[src/rtl/sapq_pkg.sv]
// ----------------------------------------------------------------------------
// sapq_pkg: shared types and codes for the sorted priority queue
// Job record layout, operation and status codes, controller/datapath bundles.
// ----------------------------------------------------------------------------
package sapq_pkg;

  localparam logic OP_INSERT = 1'b0;
  localparam logic OP_POP    = 1'b1;

  localparam logic [1:0] STATUS_DONE  = 2'd0;
  localparam logic [1:0] STATUS_FULL  = 2'd1;
  localparam logic [1:0] STATUS_EMPTY = 2'd2;

  localparam int OCC_W = 5;

  typedef struct packed {
    logic [3:0]  priority_val;
    logic [15:0] sequence_val;
    logic [7:0]  source_val;
    logic [3:0]  run_time_val;
    logic [16:0] ident_val;
  } job_t;

  // controller -> datapath
  typedef struct packed {
    logic       load;     // capture a result this cycle
    logic       insert;   // shift in the new job
    logic       pop;      // shift out the head
    logic [1:0] code;     // status for the result
  } cmd_t;

  // datapath -> controller
  typedef struct packed {
    logic empty;
    logic full;
  } stat_t;

endpackage

[src/rtl/sorted_array_priority_queue.sv]
// The result of an accepted item is on the output register in the next cycle.
// Throughput: one item per cycle while results are taken; the entry row compares and shifts in parallel.
// An item is accepted while a result waits if that result is taken the same cycle.
// Reset: synchronous, clears the fill count and the output valid; entries are
// not cleared and are never read before being written.
// ----------------------------------------------------------------------------
// sorted_array_priority_queue: stable sorted job queue
// Inserts jobs in priority order or pops the smallest-priority job.
// ----------------------------------------------------------------------------
module sorted_array_priority_queue #(
  parameter int QUEUE_DEPTH = 16
) (
  input  logic        clk,
  input  logic        rst,
  input  logic        in_valid,
  output logic        in_ready,
  input  logic        operation,
  input  logic [3:0]  job_priority,
  input  logic [15:0] job_sequence,
  input  logic [7:0]  job_source,
  input  logic [3:0]  job_run_time,
  input  logic [16:0] job_ident,
  output logic        out_valid,
  input  logic        out_ready,
  output logic [1:0]  status,
  output logic [3:0]  out_priority,
  output logic [15:0] out_sequence,
  output logic [7:0]  out_source,
  output logic [3:0]  out_run_time,
  output logic [16:0] out_ident,
  output logic [4:0]  occupancy,
  output logic        is_empty_now,
  output logic        is_full_now
);

  sapq_pkg::cmd_t  cmd;
  sapq_pkg::stat_t stat;
  sapq_pkg::job_t  new_job;
  sapq_pkg::job_t  out_job;

  assign new_job.priority_val = job_priority;
  assign new_job.sequence_val = job_sequence;
  assign new_job.source_val   = job_source;
  assign new_job.run_time_val = job_run_time;
  assign new_job.ident_val    = job_ident;

  assign out_priority = out_job.priority_val;
  assign out_sequence = out_job.sequence_val;
  assign out_source   = out_job.source_val;
  assign out_run_time = out_job.run_time_val;
  assign out_ident    = out_job.ident_val;

  sapq_ctrl u_ctrl (
    .clk       (clk),
    .rst       (rst),
    .in_valid  (in_valid),
    .in_ready  (in_ready),
    .operation (operation),
    .out_valid (out_valid),
    .out_ready (out_ready),
    .stat      (stat),
    .cmd       (cmd)
  );

  sapq_dp #(
    .QUEUE_DEPTH (QUEUE_DEPTH)
  ) u_dp (
    .clk          (clk),
    .rst          (rst),
    .cmd          (cmd),
    .stat         (stat),
    .new_job      (new_job),
    .status       (status),
    .out_job      (out_job),
    .occupancy    (occupancy),
    .is_empty_now (is_empty_now),
    .is_full_now  (is_full_now)
  );

endmodule

[src/rtl/sapq_ctrl.sv]
// ----------------------------------------------------------------------------
// sapq_ctrl: queue controller
// Handshake state machine; decodes the operation against the fill status.
// ----------------------------------------------------------------------------
module sapq_ctrl (
  input  logic            clk,
  input  logic            rst,
  input  logic            in_valid,
  output logic            in_ready,
  input  logic            operation,
  output logic            out_valid,
  input  logic            out_ready,
  input  sapq_pkg::stat_t stat,
  output sapq_pkg::cmd_t  cmd
);

  localparam logic S_IDLE = 1'b0;
  localparam logic S_HOLD = 1'b1;

  logic state;
  logic state_next;
  logic accept;

  assign in_ready  = (state == S_IDLE) || out_ready;
  assign out_valid = (state == S_HOLD);
  assign accept    = in_valid && in_ready;

  always_comb begin
    state_next = state;
    unique case (state)
      S_IDLE: begin
        if (accept) state_next = S_HOLD;
      end
      S_HOLD: begin
        if (accept) state_next = S_HOLD;
        else if (out_ready) state_next = S_IDLE;
      end
      default: state_next = S_IDLE;
    endcase
  end

  always_ff @(posedge clk) begin
    if (rst) begin
      state <= S_IDLE;
    end else begin
      state <= state_next;
    end
  end

  always_comb begin
    cmd.load   = accept;
    cmd.insert = 1'b0;
    cmd.pop    = 1'b0;
    cmd.code   = sapq_pkg::STATUS_DONE;
    if (operation == sapq_pkg::OP_INSERT) begin
      if (stat.full) cmd.code = sapq_pkg::STATUS_FULL;
      else cmd.insert = accept;
    end else begin
      if (stat.empty) cmd.code = sapq_pkg::STATUS_EMPTY;
      else cmd.pop = accept;
    end
  end

endmodule

[src/rtl/sapq_dp.sv]
// ----------------------------------------------------------------------------
// sapq_dp: queue datapath
// Sorted row of job entries with parallel compare-and-shift, fill count and
// result register.
// ----------------------------------------------------------------------------
module sapq_dp #(
  parameter int QUEUE_DEPTH = 16
) (
  input  logic                       clk,
  input  logic                       rst,
  input  sapq_pkg::cmd_t             cmd,
  output sapq_pkg::stat_t            stat,
  input  sapq_pkg::job_t             new_job,
  output logic [1:0]                 status,
  output sapq_pkg::job_t             out_job,
  output logic [sapq_pkg::OCC_W-1:0] occupancy,
  output logic                       is_empty_now,
  output logic                       is_full_now
);

  localparam int CW = $clog2(QUEUE_DEPTH + 1);
  localparam logic [CW-1:0] DEPTH_C = CW'(QUEUE_DEPTH);

  sapq_pkg::job_t entry [QUEUE_DEPTH];
  logic [QUEUE_DEPTH-1:0] keep;
  logic [CW-1:0] count;
  logic [CW-1:0] count_next;

  assign stat.empty = (count == '0);
  assign stat.full  = (count >= DEPTH_C);

  // keep[i]: entry i is live and not above the new priority (a prefix, since sorted)
  genvar gi;
  generate
    for (gi = 0; gi < QUEUE_DEPTH; gi++) begin : g_row
      assign keep[gi] = (count > CW'(gi)) &&
                        (entry[gi].priority_val <= new_job.priority_val);

      always_ff @(posedge clk) begin
        if (cmd.insert) begin
          if (!keep[gi]) begin
            if (gi == 0) begin
              entry[gi] <= new_job;
            end else if (keep[(gi == 0) ? 0 : gi-1]) begin
              entry[gi] <= new_job;
            end else begin
              entry[gi] <= entry[(gi == 0) ? 0 : gi-1];
            end
          end
        end else if (cmd.pop) begin
          if (gi < QUEUE_DEPTH-1) begin
            entry[gi] <= entry[(gi < QUEUE_DEPTH-1) ? gi+1 : gi];
          end
        end
      end
    end
  endgenerate

  always_comb begin
    count_next = count;
    if (cmd.insert) count_next = count + CW'(1);
    else if (cmd.pop) count_next = count - CW'(1);
  end

  always_ff @(posedge clk) begin
    if (rst) begin
      count <= '0;
    end else begin
      count <= count_next;
    end
  end

  always_ff @(posedge clk) begin
    if (cmd.load) begin
      status       <= cmd.code;
      out_job      <= cmd.pop ? entry[0] : '0;
      occupancy    <= sapq_pkg::OCC_W'(count_next);
      is_empty_now <= (count_next == '0);
      is_full_now  <= (count_next >= DEPTH_C);
    end
  end

endmodule

[config.mk]
export PLATFORM = sky130hd
export DESIGN_NAME = sorted_array_priority_queue
export DESIGN_NICKNAME = d
export VERILOG_FILES = /design/src/rtl/sapq_pkg.sv /design/src/rtl/sorted_array_priority_queue.sv /design/src/rtl/sapq_ctrl.sv /design/src/rtl/sapq_dp.sv
export SDC_FILE = /design/constraint.sdc
export NUM_CORES = 2
export LEC_CHECK = 0
export ABC_AREA = 1
export BUFFER_PORTS_ARGS = -buffer_cell sky130_fd_sc_hd__buf_2
export CAP_MARGIN = 10
export CORE_ASPECT_RATIO = 1.5
export CORE_MARGIN = 4
export CORE_UTILIZATION = 40
export DETAILED_ROUTE_END_ITERATION = 16
export SYNTH_ARGS = -nofsm -noshare
export SYNTH_HDL_FRONTEND = slang
export SYNTH_SLANG_ARGS = --single-unit
export TNS_END_PERCENT = 50
[constraint.sdc]
create_clock -name clk -period 7.6 [get_ports clk]
set_input_delay 1.14 -clock clk [delete_from_list [all_inputs] [get_ports clk]]
set_output_delay 1.14 -clock clk [all_outputs]
set_load 0.01 [all_outputs]
==> results.txt <==
Die Y-Extent - 437 um
Net Sw Frac - 0.374
Ys Warns - 0
number of design rule violations left after detail routing - 0
arrival time of data at the critical path endpoint - 4.82 ns
synthesis-to-layout area growth - 7.48%
Post-Syn Area - 49100 um^2
Worst Max-Slew Pin Slew - 1.15 ns
HP Class - reg2reg
Starting Density - 0.403
total placed instance area - 50200 um^2
number of design-rule violations left by the first detailed-router iteration - 5182
switching power - 5.98 mW
Final setup violation count - 0
Max stage delay cell, worst path - nand3_2
footprint of the multi-input gates - 18700 um^2
PwrDens - 303 nW/um^2
TritonCTS Buffers - 85
sinks on the clock net - 847
most common cell after layout, fill and taps aside - nand2_1
via count of the first global-routing pass - 40.6k
max-slew violation total from the final report - 0
Routed WL - 159 mm
Overall Global Routing Usage - 0.241
fraction of layout instances using a drive strength above 1 - 0.0606
Buf/Inv on CP - 5
share of power burned in combinational logic - 0.298
Nets - 6009
Crit Path Category - in2reg
fraction of the cycle the final worst path needs - 0.559
HPWL after DPL - 95.7 mm
Pwr Total - 16.0 mW
Util after Layout - 0.433
synthesized instance count - 6136
top-level I/O count - 114
RSZ-0062 raised after global routing - false
clock root cell - clkbuf_16
WP data required - 8.17 ns
Synth area leader - edfxtp_1
Filler Cell Count - 12.1k
part of the power in the clock network - 0.261
weighted congestion reported at the end of routability-driven placement - 0.850
total non-filler cell area in the finished layout - 52800 um^2
worst vdd rail ir drop - 217 uV
Yosys reg bits - 847
Critical Path, Cell by Cell - buf_2 > inv_1 > buf_4 > ha_1 > nand2_1 > inv_1 > nand3_1 > nand2_1 > nand2_4 > nand3_2 > buf_4 > nand2_1 > nand3_1 > nand2_1
status - complete, no violations
worst slew slack as a fraction of its limit - 0.228
CTS tree - done
max frequency - 235 MHz
sequential cell area fraction in the yosys report - 0.517
number of max-cap violations - 0
synth unique cells - 27
Critical Path End Type - flip-flop
Post-CTS Hold Fix Bufs - 0
count of port buffers added during placement - 113
top cell family by delay on the critical path - simple AND/OR/NAND/NOR gates
cells resized by post-CTS repair - 0
pin count of the biggest net entering global routing - 200
Routed Antenna Nets - 0
Worst Skew - 0.0326 ns
final number of hold-violating endpoints - 0
sequential share of power - 0.441
accumulated negative setup slack - 0 ns
area share of the leading cell type in the synthesized netlist - 0.514
total number of vias - 42.2k
CTS clock-pin slew for the worst setup and hold paths - 0.06 ns
initial antenna violation count - 4
most frequent cells in the layout - nand2_1 (2286), edfxtp_1 (841), inv_1 (747), nand3_1 (711), nand4_1 (637)
GRT Residual Overflow - 0
mean instance size in the synthesized netlist - 8.01 um^2
Post-CTS Setup Inserts - 0
detailed-route wire length per cell - 21.1 um
maximum buffer depth of the clock tree - 3
vias per std cell - 5.60
Power Internal - 10.0 mW
delay of the slowest cell on the worst path - 0.72 ns
Pre-Repair DR Iteration Count - 5
CP max FO - 52
wire length of the first global-routing pass - 245 mm
sequential cell area - 25400 um^2
x dimension of the die - 294 um
most area-consuming cells after synthesis - edfxtp_1 (51%), nand2_1 (18%), nand4_1 (8.1%)
Placement Rows - 157
net count of the mapped netlist - 6259
kind of start point of the critical path - primary input
CTS H-tree lvls - 3
die area - 129000 um^2
placeable core region - 122000 um^2
insertion delay to the later sink of the worst-skew pair - 0.71 ns
minimum clock period after layout - 4.25 ns
leakage power - 24.3 nW
most frequent cell on the critical path - nand2_1
cell usage after synthesis, drive strengths merged:
| library cell | instances |
|---|---|
| inv | 756 |
| or2 | 1 |
| edfxtp | 841 |
| dfxtp | 6 |
| ha | 69 |
| nand3 | 729 |
| buf | 307 |
| a21oi | 23 |
| nor3 | 1 |
| nand4 | 637 |
| xnor2 | 1 |
| o21bai | 3 |
| xor2 | 2 |
| o21ai | 157 |
| nand2 | 2314 |
| clkbuf | 218 |
| nor2 | 71 |
final timing paths:
check / slack, ns / start / cells after the start / endpoint
worst max-delay path: 3.35 / job_priority[2] / 14 / u_dp.entry[0][209]
worst max register to register: 3.66 / u_dp.count[0] / 9 / u_dp.entry[1][18]
worst min register to register: 0.52 / u_dp.entry[1][349] / 2 / u_dp.entry[1][300]
worst min-delay path: 0.52 / u_dp.entry[1][349] / 2 / u_dp.entry[1][300]
cell families (layout without fill, tap and decap cells):
family,Yosys count,count (layout),synth area share
adder cells (fa/ha/maj),69,69,0.0176
buffers and inverters,1281,1099,0.107
AO/OA/AOI/OAI,183,183,0.0190
XOR/XNOR,3,3,0.000535
other,0,2,0
flip-flops,847,847,0.517
AND/OR/NAND/NOR,3753,3753,0.339
power by group through the flow:
stage,Combinational [mW],Clock (mW),Sequential [mW]
after global routing,5.30,4.42,7.13
final,4.77,4.17,7.05
after global placement,4.64,0,7.10
after CTS,4.74,4.24,7.03
after floorplan,3.27,0,7.02
after detailed placement,4.73,0,7.13
registers in the layout, indices dropped and copies added, names as in the netlist:
| signal | count |
|---|---|
| u_dp.entry | 784 |
| u_dp.out_job | 49 |
| u_dp.count | 5 |
| u_dp.occupancy | 4 |
| u_dp.status | 2 |
| u_ctrl.out_valid | 1 |
| u_dp.is_empty_now | 1 |
| u_dp.is_full_now | 1 |
worst min-delay path, delay by kind of cell (launching register included):
| kind | cells | cell delay, ns |
|---|---|---|
| flops | 1 | 0.32 |
| simple gates | 2 | 0.10 |
metal layers:
metal,wire (um),track usage
met1,66600,0.324
met2,76900,0.404
met3,10800,0.0259
met4,4800,0.0819
met5,8,0
layout make-up:
cell class,instances,share of cell area
timing repair buffer,188,0.0233
inverter,756,0.0540
sequential,847,0.481
tap,1590,0.0377
clock buffer,109,0.0428
antenna,2,0.0000948
clock inverter,46,0.00659
multi-input combinational,4008,0.355
through the flow:
step | hold WS [ns] | worst slack, ns | instances
finish | 0.521 | 3.35 | 7546
global route | 0.539 | 3.11 | 7545
CTS | 0.521 | 3.40 | 7544
detailed placement | 0.506 | 2.65 | 7389
global placement | 0.500 | 2.73 | 7389
floorplan | 0.495 | 1.06 | 6136
No activity file was read; power rests on OpenSTA's default activity.
